### src/rtl/deq_pkg.sv
`default_nettype none

package deq_pkg;

  localparam int unsigned DEPTH_DEFAULT = 16;

  localparam int unsigned DATA_W    = 32;
  localparam int unsigned REQ_W     = 3;
  localparam int unsigned COUNT_W   = 5;
  localparam int unsigned S_TDATA_W = 32;
  // value_out (32) + entry_count (5), padded to whole bytes
  localparam int unsigned M_TDATA_W = 40;
  // status (2) + found (1)
  localparam int unsigned M_TUSER_W = 3;

  typedef enum logic [REQ_W-1:0] {
    REQ_PUSH_FRONT = 3'd0,
    REQ_PUSH_BACK  = 3'd1,
    REQ_POP_FRONT  = 3'd2,
    REQ_POP_BACK   = 3'd3,
    REQ_SEARCH     = 3'd4,
    REQ_REVERSE    = 3'd5
  } req_e;

  typedef enum logic [1:0] {
    STAT_OK    = 2'd0,
    STAT_EMPTY = 2'd1,
    STAT_FULL  = 2'd2
  } status_e;

  typedef enum logic [1:0] {
    ST_IDLE,
    ST_POP_WAIT,
    ST_SEARCH,
    ST_EMIT
  } state_e;

endpackage

`default_nettype wire

### src/rtl/deq_ram.sv
`default_nettype none

module deq_ram #(
  parameter int unsigned Width = 32,
  parameter int unsigned Depth = 16
) (
  input  wire logic                     clk_i,
  input  wire logic                     we_i,
  input  wire logic [$clog2(Depth)-1:0] waddr_i,
  input  wire logic [Width-1:0]         wdata_i,
  input  wire logic [$clog2(Depth)-1:0] raddr_i,
  output logic      [Width-1:0]         rdata_o
);

  logic [Width-1:0] mem [Depth];

  always_ff @(posedge clk_i) begin
    if (we_i) begin
      mem[waddr_i] <= wdata_i;
    end
    rdata_o <= mem[raddr_i];
  end

endmodule

`default_nettype wire

### src/rtl/double_ended_queue_engine.sv
`default_nettype none

// Bounded double-ended queue of signed 32-bit values kept in a ring of DEPTH
// entries in a single synchronous RAM (one write and one registered read port).
// Each input beat carries a request in s_axis_tuser (push front/back, pop
// front/back, search, reverse) and its operand in s_axis_tdata; each request
// yields exactly one output beat with the popped value, a status (ok, empty on
// pop, full on push), a found flag and the entry count after the request.
// Reverse toggles a flag that swaps the physical ends of the ring, so it takes
// effect at once. Push, reverse, rejected requests and unknown codes go from
// ST_IDLE to ST_EMIT, which loads the output register once it is free; a pop
// passes through ST_POP_WAIT for the registered RAM read, and a search walks
// the ring in ST_SEARCH through the single RAM read port one entry per cycle,
// stopping at the first match or after the last entry. The output register
// lets the next request be accepted while a result still waits on m_axis_tready.
// The RAM needs no clearing pass; only written entries ever reach a result.
module double_ended_queue_engine #(
  parameter int unsigned DEPTH = deq_pkg::DEPTH_DEFAULT
) (
  input  wire logic                           clk_i,
  input  wire logic                           rst_ni,
  // slave side
  input  wire logic                           s_axis_tvalid,
  output logic                                s_axis_tready,
  input  wire logic [deq_pkg::S_TDATA_W-1:0]  s_axis_tdata,  // [31:0] value_in
  input  wire logic [deq_pkg::REQ_W-1:0]      s_axis_tuser,  // [2:0] req_type
  // master side
  output logic                                m_axis_tvalid,
  input  wire logic                           m_axis_tready,
  output logic      [deq_pkg::M_TDATA_W-1:0]  m_axis_tdata,  // [31:0] value_out,
                                                              // [36:32] entry_count
  output logic      [deq_pkg::M_TUSER_W-1:0]  m_axis_tuser   // [1:0] status, [2] found
);

  import deq_pkg::*;

  localparam int unsigned AW = (DEPTH > 1) ? $clog2(DEPTH) : 1;
  localparam int unsigned CW = $clog2(DEPTH + 1);
  localparam int unsigned SW = AW + 2;

  // Architectural state
  state_e               state_q, state_d;
  logic [AW-1:0]        front_q, front_d;
  logic [CW-1:0]        cnt_q, cnt_d;
  logic                 rev_q, rev_d;

  // Request operand and search walk
  logic [DATA_W-1:0]    val_q, val_d;
  logic [AW-1:0]        ptr_q, ptr_d;
  logic [CW-1:0]        srch_q, srch_d;

  // Staged result
  logic [DATA_W-1:0]    res_value_q, res_value_d;
  status_e              res_status_q, res_status_d;
  logic                 res_found_q, res_found_d;

  // Output register
  logic                 out_valid_q, out_valid_d;
  logic [DATA_W-1:0]    out_value_q, out_value_d;
  status_e              out_status_q, out_status_d;
  logic                 out_found_q, out_found_d;
  logic [COUNT_W-1:0]   out_count_q, out_count_d;

  // RAM port
  logic                 ram_we;
  logic [AW-1:0]        ram_waddr, ram_raddr;
  logic [DATA_W-1:0]    ram_wdata, ram_rdata;

  deq_ram #(
    .Width (DATA_W),
    .Depth (DEPTH)
  ) u_store (
    .clk_i   (clk_i),
    .we_i    (ram_we),
    .waddr_i (ram_waddr),
    .wdata_i (ram_wdata),
    .raddr_i (ram_raddr),
    .rdata_o (ram_rdata)
  );

  // Physical slot at a logical offset from the front, wrapping once.
  function automatic logic [AW-1:0] ring_slot(logic [AW-1:0] base, logic [CW-1:0] off);
    logic [SW-1:0] sum;
    sum = SW'(base) + SW'(off);
    if (sum >= SW'(DEPTH)) begin
      sum = sum - SW'(DEPTH);
    end
    return sum[AW-1:0];
  endfunction

  function automatic logic [AW-1:0] slot_inc(logic [AW-1:0] p);
    return (p == AW'(DEPTH - 1)) ? '0 : p + 1'b1;
  endfunction

  // Shared decode
  logic          in_acc;
  req_e          in_req;
  logic          is_empty, is_full, is_pop, is_search, at_phys_front;
  logic          hit, last, out_free;
  logic [AW-1:0] front_dec;
  logic [CW+COUNT_W-1:0] cnt_ext;

  assign in_acc        = s_axis_tvalid && s_axis_tready;
  assign in_req        = req_e'(s_axis_tuser);
  assign is_empty      = (cnt_q == '0);
  assign is_full       = (cnt_q >= CW'(DEPTH));
  assign is_pop        = (in_req == REQ_POP_FRONT) || (in_req == REQ_POP_BACK);
  assign is_search     = (in_req == REQ_SEARCH);
  assign at_phys_front = ((in_req == REQ_PUSH_FRONT) || (in_req == REQ_POP_FRONT)) != rev_q;
  assign hit           = (ram_rdata == val_q);
  assign last          = (srch_q == cnt_q - CW'(1));
  assign out_free      = !out_valid_q || m_axis_tready;
  assign front_dec     = (front_q == '0) ? AW'(DEPTH - 1) : front_q - 1'b1;
  assign cnt_ext       = {{COUNT_W{1'b0}}, cnt_q};

  // Next state
  always_comb begin
    state_d = state_q;
    unique case (state_q)
      ST_IDLE: begin
        if (in_acc) begin
          if (is_pop && !is_empty) begin
            state_d = ST_POP_WAIT;
          end else if (is_search && !is_empty) begin
            state_d = ST_SEARCH;
          end else begin
            state_d = ST_EMIT;
          end
        end
      end
      ST_POP_WAIT: state_d = ST_EMIT;
      ST_SEARCH: begin
        if (hit || last) begin
          state_d = ST_EMIT;
        end
      end
      ST_EMIT: begin
        if (out_free) begin
          state_d = ST_IDLE;
        end
      end
      default: state_d = ST_IDLE;
    endcase
  end

  // Outputs and datapath
  always_comb begin
    s_axis_tready = (state_q == ST_IDLE);

    ram_we    = 1'b0;
    ram_waddr = front_q;
    ram_wdata = s_axis_tdata[DATA_W-1:0];
    ram_raddr = front_q;

    front_d = front_q;
    cnt_d   = cnt_q;
    rev_d   = rev_q;
    val_d   = val_q;
    ptr_d   = ptr_q;
    srch_d  = srch_q;

    res_value_d  = res_value_q;
    res_status_d = res_status_q;
    res_found_d  = res_found_q;

    out_valid_d  = out_valid_q && !m_axis_tready;
    out_value_d  = out_value_q;
    out_status_d = out_status_q;
    out_found_d  = out_found_q;
    out_count_d  = out_count_q;

    unique case (state_q)
      ST_IDLE: begin
        if (in_acc) begin
          val_d        = s_axis_tdata[DATA_W-1:0];
          res_value_d  = '0;
          res_status_d = STAT_OK;
          res_found_d  = 1'b0;
          unique case (in_req)
            REQ_PUSH_FRONT, REQ_PUSH_BACK: begin
              if (is_full) begin
                res_status_d = STAT_FULL;
              end else begin
                ram_we = 1'b1;
                cnt_d  = cnt_q + 1'b1;
                if (at_phys_front) begin
                  ram_waddr = front_dec;
                  front_d   = front_dec;
                end else begin
                  ram_waddr = ring_slot(front_q, cnt_q);
                end
              end
            end
            REQ_POP_FRONT, REQ_POP_BACK: begin
              if (is_empty) begin
                res_status_d = STAT_EMPTY;
              end else begin
                cnt_d = cnt_q - 1'b1;
                if (at_phys_front) begin
                  ram_raddr = front_q;
                  front_d   = slot_inc(front_q);
                end else begin
                  ram_raddr = ring_slot(front_q, cnt_q - CW'(1));
                end
              end
            end
            REQ_SEARCH: begin
              // issue the read of the front entry, compare starts next cycle
              ram_raddr = front_q;
              ptr_d     = slot_inc(front_q);
              srch_d    = '0;
            end
            REQ_REVERSE: rev_d = !rev_q;
            default: ;
          endcase
        end
      end
      ST_POP_WAIT: res_value_d = ram_rdata;
      ST_SEARCH: begin
        // compare the entry on the read port, prefetch the next one
        ram_raddr = ptr_q;
        ptr_d     = slot_inc(ptr_q);
        srch_d    = srch_q + 1'b1;
        if (hit) begin
          res_found_d = 1'b1;
        end
      end
      ST_EMIT: begin
        if (out_free) begin
          out_valid_d  = 1'b1;
          out_value_d  = res_value_q;
          out_status_d = res_status_q;
          out_found_d  = res_found_q;
          out_count_d  = cnt_ext[COUNT_W-1:0];
        end
      end
      default: ;
    endcase
  end

  always_ff @(posedge clk_i or negedge rst_ni) begin
    if (!rst_ni) begin
      state_q     <= ST_IDLE;
      front_q     <= '0;
      cnt_q       <= '0;
      rev_q       <= 1'b0;
      out_valid_q <= 1'b0;
    end else begin
      state_q     <= state_d;
      front_q     <= front_d;
      cnt_q       <= cnt_d;
      rev_q       <= rev_d;
      out_valid_q <= out_valid_d;
    end
  end

  always_ff @(posedge clk_i) begin
    val_q        <= val_d;
    ptr_q        <= ptr_d;
    srch_q       <= srch_d;
    res_value_q  <= res_value_d;
    res_status_q <= res_status_d;
    res_found_q  <= res_found_d;
    out_value_q  <= out_value_d;
    out_status_q <= out_status_d;
    out_found_q  <= out_found_d;
    out_count_q  <= out_count_d;
  end

  assign m_axis_tvalid = out_valid_q;
  assign m_axis_tdata  = {{(M_TDATA_W - DATA_W - COUNT_W){1'b0}}, out_count_q, out_value_q};
  assign m_axis_tuser  = {out_found_q, out_status_q};

`ifndef ASSERT_OFF
  a_count_bound: assert property (@(posedge clk_i) disable iff (!rst_ni)
    (cnt_q <= CW'(DEPTH)) && (front_q <= AW'(DEPTH - 1)))
    else $error("queue count or front pointer out of range");

  a_push_grows: assert property (@(posedge clk_i) disable iff (!rst_ni)
    (in_acc && ((s_axis_tuser == REQ_PUSH_FRONT) || (s_axis_tuser == REQ_PUSH_BACK))
     && (cnt_q < CW'(DEPTH)))
    |=> (cnt_q == $past(cnt_q) + 1'b1))
    else $error("accepted push did not add an entry");

  a_empty_result: assert property (@(posedge clk_i) disable iff (!rst_ni)
    (out_valid_q && (out_status_q == STAT_EMPTY))
    |-> ((out_value_q == '0) && !out_found_q))
    else $error("empty pop result carries data");
`endif

endmodule

`default_nettype wire

### config.mk
export PLATFORM = sky130hd
export DESIGN_NAME = double_ended_queue_engine
export DESIGN_NICKNAME = d
export VERILOG_FILES = /design/src/rtl/deq_pkg.sv /design/src/rtl/deq_ram.sv /design/src/rtl/double_ended_queue_engine.sv
export SDC_FILE = /design/constraint.sdc
export NUM_CORES = 1
export LEC_CHECK = 0
export BUFFER_PORTS_ARGS = -buffer_cell sky130_fd_sc_hd__buf_2
export CAP_MARGIN = 20
export CELL_PAD_IN_SITES_DETAIL_PLACEMENT = 0
export CELL_PAD_IN_SITES_GLOBAL_PLACEMENT = 1
export CORE_MARGIN = 3
export CORE_UTILIZATION = 35
export DETAILED_ROUTE_END_ITERATION = 10
export PLACE_DENSITY = 0.6
export SYNTH_ARGS = -nofsm -noshare
export SYNTH_HDL_FRONTEND = slang
export SYNTH_SLANG_ARGS = --single-unit
### constraint.sdc
create_clock -name clk_i -period 11.34 [get_ports clk_i]
set_input_delay 1.701 -clock clk_i [delete_from_list [all_inputs] [get_ports clk_i]]
set_output_delay 1.701 -clock clk_i [all_outputs]
set_load 0.01 [all_outputs]
==> flow_summary_export.csv, run 1 <==
group,metric,value,unit
worst_setup_path,cp_num_buf_inv,3,
worst_setup_path,crit_chain,"buf_2 -> nand4b_1 -> or3_4 -> mux2_4 -> a21oi_4 -> buf_4 -> buf_4 -> mux2_2 -> o22ai_1 -> a221o_1",
logic_synthesis,ys_ff_latch,673,
die,fp.dieH,282,um
drt,drt_first_pass_iters,5,
drt,avgViaCountPerCell,5.13,
placed_design,dpl.hpwl,33.9,mm
final_layout,fillCellCount,6758,
clock_tree,root_buffer,"clkbuf_16",
drt,drt-total-wl,65.0,mm
power,powerDensity,282,nW/um2
worst_setup_path,r2r_start,"state_q[1]$_DFFE_PN0P_",
drt,drc,0,
worst_setup_path,r2r-end,"u_store.rdata_o[12]$_DFF_P_",
placed_design,post_dp_cell_area,28200,um2
global_route,use_met1,23.7,%
status,status,"finished, final reports clean",
timing,period_needed,4900,ps
logic_synthesis,synth_edf_count,628,
die,core_region_area,74900,um2
timing,finalCritPeriodShare,43.2,%
clock_tree,h-tree-depth,3,
power,switching_share,34.7,%
timing,rsz0062_at_grt,"false",
global_route,grt_remaining_overflow,0,
clock_tree,cts_tree,"yes",
power,p_int,5.63,mW
clock_tree,ctsHoldBuffers,0,
power,ir_worst_vdd,0.337,mV
power,p_switching,2.99,mW
hold_path,min_from,"res_value_q[18]$_SDFFCE_PN0P_",
timing,slew_viol_final,0,
timing,setup_tns,0,ps
drt,ant_nets,0,
final_layout,stdcell_area,30500,um2
hold_path,hold_end,"out_value_q[18]$_DFFE_PP_",
logic_synthesis,syn_inst,1642,
timing,clock.fmax,0.204,GHz
worst_setup_path,cp_common_cell,"buf_4",
hold_path,hold_class,"reg -> reg",
clock_tree,numCtsBuffers,71,
die,die_x,282,um
final_layout,drive_gt1_share,17.3,%
power,clkPwrFrac,26.6,%
worst_setup_path,worst-path-max-fanout,70,
clock_tree,cts_setup_buffers,0,
die,ios,84,
power,p_comb_share,35.9,%
logic_synthesis,synth_cell_types,58,
worst_setup_path,reg2reg_depth,11,
global_route,busiest_layer,"met2",
drt,num_vias,14200,
global_route,grt_max_degree,151,
timing,slew_headroom,33.3,%
final_layout,finalNetCount,1796,
logic_synthesis,synth_ff_type,"edfxtp_1",
logic_synthesis,syn_area_per_cell,16.2,um2
power,power.share.sequential,37.5,%
global_route,gr-usage-met3,3.08,%
final_layout,areaGrowthSynthToFinish,14.7,%
global_route,grt_pass1_wl,95.6,mm
worst_setup_path,crit_type,"in -> reg",
timing,setup_viol,0,
power,leakage,10.3,nW
clock_tree,clk_pin_slew,70,ps
timing,skew,20.4,ps
global_route,gr-usage-met2,25.5,%
placed_design,portBuffers,80,
clock_tree,cts_resized,0,
logic_synthesis,ys_seq_area_share,74.4,%
worst_setup_path,critical-path-slowest-cell,"buf_4",
placed_design,gp_congestion,0.743,
drt,wire_per_inst,23.5,um
drt,dr.first_iter.drc_count,1114,
worst_setup_path,crit_family,"buffers and inverters",
worst_setup_path,endpoint_kind,"flop",
die,fp.dieArea,79400,um2
die,start_util,35.5,%
worst_setup_path,r2r_slack,6620,ps
hold_path,hold_depth,0,
worst_setup_path,critPathMaxStageDelay,820,ps
worst_setup_path,cp_data_required_time,11830,ps
logic_synthesis,netlist_area,26600,um2
logic_synthesis,synth_warnings,0,
timing,worst_slew_pin_slew,1000,ps
logic_synthesis,async_flop_share,1.93,%
worst_setup_path,cp.arrival,5390,ps
global_route,antenna_found_initial,5,
timing,finalHoldViolCount,0,
clock_tree,clk_latency,610,ps
worst_setup_path,cp-start-kind,"input port",
flow_run,drv_cap,0,
clock_tree,clock-sinks,673,
clock_tree,cts_buffer_depth,3,
global_route,track_usage,16.5,%
die,rows,100,
global_route,grt_pass1_vias,14100,
[logic make-up (layout without fill, tap and decap cells)]
kind of cell | after synthesis | in the layout | share of synthesized area [%]
flops | 673 | 673 | 74.4
simple gates | 341 | 341 | 6.22
compound gates | 247 | 247 | 6.61
mux | 200 | 200 | 7.85
buf+inv | 105 | 253 | 2.08
xor+xnor | 56 | 56 | 1.84
fa+ha+maj | 19 | 19 | 0.949
other cells | 1 | 6 | 0.0141
[worst max-delay path by stage]
stage / from / to / slack, ps / cells past startpoint
2_1_floorplan: s_axis_tuser[2] / u_store.mem[3][0]$_DFFE_PP_ / 6360 / 5
6_report: s_axis_tuser[2] / u_store.rdata_o[12]$_DFF_P_ / 6440 / 10
3_5_place_dp: s_axis_tuser[2] / u_store.rdata_o[17]$_DFF_P_ / 5900 / 10
5_1_grt: s_axis_tuser[2] / u_store.rdata_o[12]$_DFF_P_ / 6270 / 10
4_1_cts: s_axis_tuser[2] / u_store.rdata_o[12]$_DFF_P_ / 6540 / 10
3_3_place_gp: s_axis_tuser[2] / u_store.rdata_o[13]$_DFF_P_ / 5960 / 10
[worst reg2reg max path: cells and delay by family (launching register included)]
kind | cells | cell delay (ps)
buf+inv | 3 | 1730
compound gates | 3 | 500
flops | 1 | 410
mux | 2 | 650
simple gates | 2 | 780
fa+ha+maj | 1 | 540
[power by group through the flow]
| stage | sequential [mW] | clock (mW) | combinational (mW) |
|---|---|---|---|
| 6_report | 3.24 | 2.29 | 3.10 |
| 2_1_floorplan | 3.25 | 0 | 2.26 |
| 5_1_grt | 3.27 | 2.46 | 3.38 |
| 3_3_place_gp | 3.29 | 0 | 3.08 |
| 3_5_place_dp | 3.29 | 0 | 3.12 |
| 4_1_cts | 3.25 | 2.35 | 3.13 |
[flip-flops by register name (all words and copies together) (netlist names), 2 cells and up]
register         cells
u_store.mem        512
out_value_q         32
res_value_q         32
u_store.rdata_o     32
val_q               32
cnt_q                5
out_count_q          5
srch_q               5
front_q              4
ptr_q                4
out_status_q         2
res_status_q         2
state_q              2
[per-stage QoR]
stage / worst slack, ps / hold slack (ps) / power (mW) / utilization [%] / instances
after detailed placement: 5900 / 405 / 6.41 / 37.6 / 2632
after global routing: 6270 / 428 / 9.11 / 40.8 / 2763
after global placement: 5960 / 403 / 6.38 / 37.6 / 2632
after floorplan: 6360 / 400 / 5.50 / - / 1644
final: 6440 / 422 / 8.63 / 40.8 / 2764
after CTS: 6540 / 425 / 8.72 / 40.7 / 2759
[area by class of cell]
class / instances / area (um2) / share of cell area [%]
Clock buffer: 93 / 1960 / 6.42
Antenna cell: 3 / 7.51 / 0.0246
Tap cell: 969 / 1210 / 3.97
Clock inverter: 34 / 355 / 1.16
Inverter: 12 / 45.0 / 0.147
Sequential cell: 673 / 19800 / 64.9
Timing Repair Buffer: 114 / 681 / 2.23
Multi-Input combinational cell: 866 / 6460 / 21.2
[Yosys cell counts, drive strengths merged, types with 15 or more instances]
cell	instances	area share, %
nor2	33	0.47
o22ai	33	0.78
ha	17	0.80
o21ai	15	0.28
and2	102	2.4
buf	48	1.3
dfxtp	32	2.4
a31oi	68	1.6
nand2	160	2.3
a211oi	64	1.8
clkbuf	45	0.63
mux2	69	2.9
xor2	37	1.2
xnor2	19	0.62
a221o	32	1.2
edfxtp	628	71
mux2i	131	4.9
[placed cells by master, fill, tap and decap left out, drive strengths merged, types with 11 or more instances in the layout]
cell	netlist	layout
a31oi	68	68
and2	102	102
edfxtp	628	628
o21ai	15	15
nor2	33	33
clkinv	0	26
xor2	37	37
nand2	160	160
dfrtp	13	13
nor4	11	11
buf	48	114
ha	17	17
mux2i	131	131
dfxtp	32	32
mux2	69	69
xnor2	19	19
a221o	32	32
a211oi	64	64
inv	12	13
clkbuf	45	93
o22ai	33	33
a21oi	12	12
[routing by layer]
layer	vias up	part of all wire (%)
li1	6515	-
met1	7229	47
met2	346	46
met3	100	5.1
met4	2	2.3
met5	-	0.020
Power figures use the tool's default switching activity.
==> run 2, diff against run 1 <==
clock period = 4.95 ns   (was 11.34 ns; I/O delays follow)
==> run 2 against run 1 <==
  * Core utilization is 0.51 points higher
  * Combinational power rose by 140%
  * Count of clock-buffer cells in the layout up 1
  * Critical path type is now reg -> reg
==> flow_summary_export.csv, run 2 (synthesis results as in run 1) <==
group,metric,value,unit
drt,dr.first_iter.drc_count,1111,
final_layout,stdcell_area,30900,um2
die,die_x,282,um
clock_tree,ctsHoldBuffers,0,
timing,finalCritPeriodShare,79.3,%
final_layout,final_cell_mix,"edfxtp_1 (628), nand2_1 (160), mux2i_1 (131)",
global_route,grt_remaining_overflow,0,
timing,setup_tns,0,ps
drt,drt_first_pass_iters,5,
placed_design,gp_congestion,0.803,
power,p_int,13.2,mW
clock_tree,clk_pin_slew,60,ps
global_route,grt_max_degree,82,
timing,slew_viol_final,0,
clock_tree,cts_buffer_depth,3,
power,p_switching,7.06,mW
die,fp.dieH,282,um
global_route,grt_pass1_wl,95.5,mm
placed_design,portBuffers,80,
final_layout,finalNetCount,1810,
final_layout,final_cells,2782,
clock_tree,cts_tree,"yes",
die,core_region_area,74900,um2
status,status,"finished, final reports clean",
final_layout,largest-register,"u_store.mem",
final_layout,drive_gt1_share,18.2,%
placed_design,post_dp_cell_area,28500,um2
drt,num_vias,14300,
power,power.share.sequential,36.8,%
drt,avgViaCountPerCell,5.13,
timing,slew_headroom,27.1,%
worst_setup_path,endpoint_kind,"flop",
worst_setup_path,cp.arrival,4410,ps
power,powerDensity,654,nW/um2
timing,setup_viol,0,
placed_design,place_inst,2646,
worst_setup_path,crit_type,"reg -> reg",
timing,clock.fmax,0.255,GHz
final_layout,fin_util,41.3,%
power,ir_worst_vdd,0.470,mV
worst_setup_path,cp-start-kind,"flop",
power,clkPwrFrac,27.1,%
clock_tree,cts_resized,0,
die,ios,84,
clock_tree,clock-sinks,673,
clock_tree,numCtsBuffers,72,
clock_tree,clk_latency,610,ps
drt,wire_per_inst,23.4,um
drt,drc,0,
timing,period_needed,3920,ps
timing,skew,21.3,ps
timing,finalHoldViolCount,0,
timing,rsz0062_at_grt,"false",
worst_setup_path,cp_data_required_time,5430,ps
worst_setup_path,worst-path-max-fanout,78,
drt,ant_nets,0,
final_layout,areaGrowthSynthToFinish,16.1,%
flow_run,drv_cap,0,
die,rows,100,
timing,worst_slew_pin_slew,1090,ps
power,p_comb_share,36.1,%
power,switching_share,34.9,%
die,fp.dieArea,79400,um2
die,start_util,35.5,%
global_route,track_usage,16.4,%
final_layout,final_common_cell,"edfxtp_1",
hold_path,hold_class,"in -> async",
clock_tree,cts_setup_buffers,0,
power,leakage,10.4,nW
final_layout,largest_register_ffs,512,
clock_tree,root_buffer,"clkbuf_16",
placed_design,dpl.hpwl,36.8,mm
clock_tree,h-tree-depth,3,
global_route,antenna_found_initial,4,
global_route,grt_pass1_vias,14200,
drt,drt-total-wl,65.1,mm
[run 2: worst paths after layout]
kind	startpoint	to	slack, ps	depth (start not counted)
worst max-delay path	state_q[0]$_DFFE_PN0P_	u_store.rdata_o[17]$_DFF_P_	1030	10
worst min-delay path	rst_ni	state_q[1]$_DFFE_PN0P_	40	1
worst max register to register	state_q[0]$_DFFE_PN0P_	u_store.rdata_o[17]$_DFF_P_	1030	10
worst min register to register	res_value_q[3]$_SDFFCE_PN0P_	out_value_q[3]$_DFFE_PP_	420	0
max in group asynchronous	rst_ni	m_axis_tvalid$_DFF_PN0_	4630	1
min in group clk_i	res_value_q[3]$_SDFFCE_PN0P_	out_value_q[3]$_DFFE_PP_	420	0
[run 2: critical path: stages (launching register included)]
cell	delay, ps
dfrtp_1	410
inv_1	100
ha_1	520
nand4b_1	310
or3_4	450
o211ai_4	550
buf_12	420
mux2i_1	380
mux2_2	210
o22ai_1	70
a221o_1	260
[run 2: power groups by stage]
stage	Combinational (mW)	Clock [mW]	Sequential, mW
after floorplan	5.17	0	7.44
after global placement	7.35	0	7.58
after detailed placement	7.39	0	7.57
after CTS	7.43	5.62	7.46
after global routing	7.98	5.84	7.52
final	7.31	5.48	7.45
[run 2: through the flow]
step / hold slack [ps] / setup slack, ps / power, mW
floorplan: 400 / 807 / 12.6
global placement: 403 / 1100 / 14.9
detailed placement: 405 / 1080 / 15.0
CTS: 21.4 / 1050 / 20.5
global route: 44.8 / 825 / 21.3
finish: 43.9 / 1030 / 20.2
[run 2: cell type report]
cell class	count	area, um2
inverters	12	45.0
well taps	969	1210
fillers	6753	44000
multi-input cells	866	6460
clock inverters	40	445
clock buffers	94	2000
diodes	1	2.50
flip-flops and latches	673	19800
repair buffers	127	938
[run 2: layer usage]
| layer | wire length (um) | share of wire (%) | track usage, % |
|---|---|---|---|
| met5 | 14 | 0.022 | 0 |
| met4 | 1610 | 2.5 | 5.04 |
| met3 | 4010 | 6.2 | 3.21 |
| met2 | 29100 | 45 | 25.2 |
| met1 | 30300 | 47 | 23.7 |
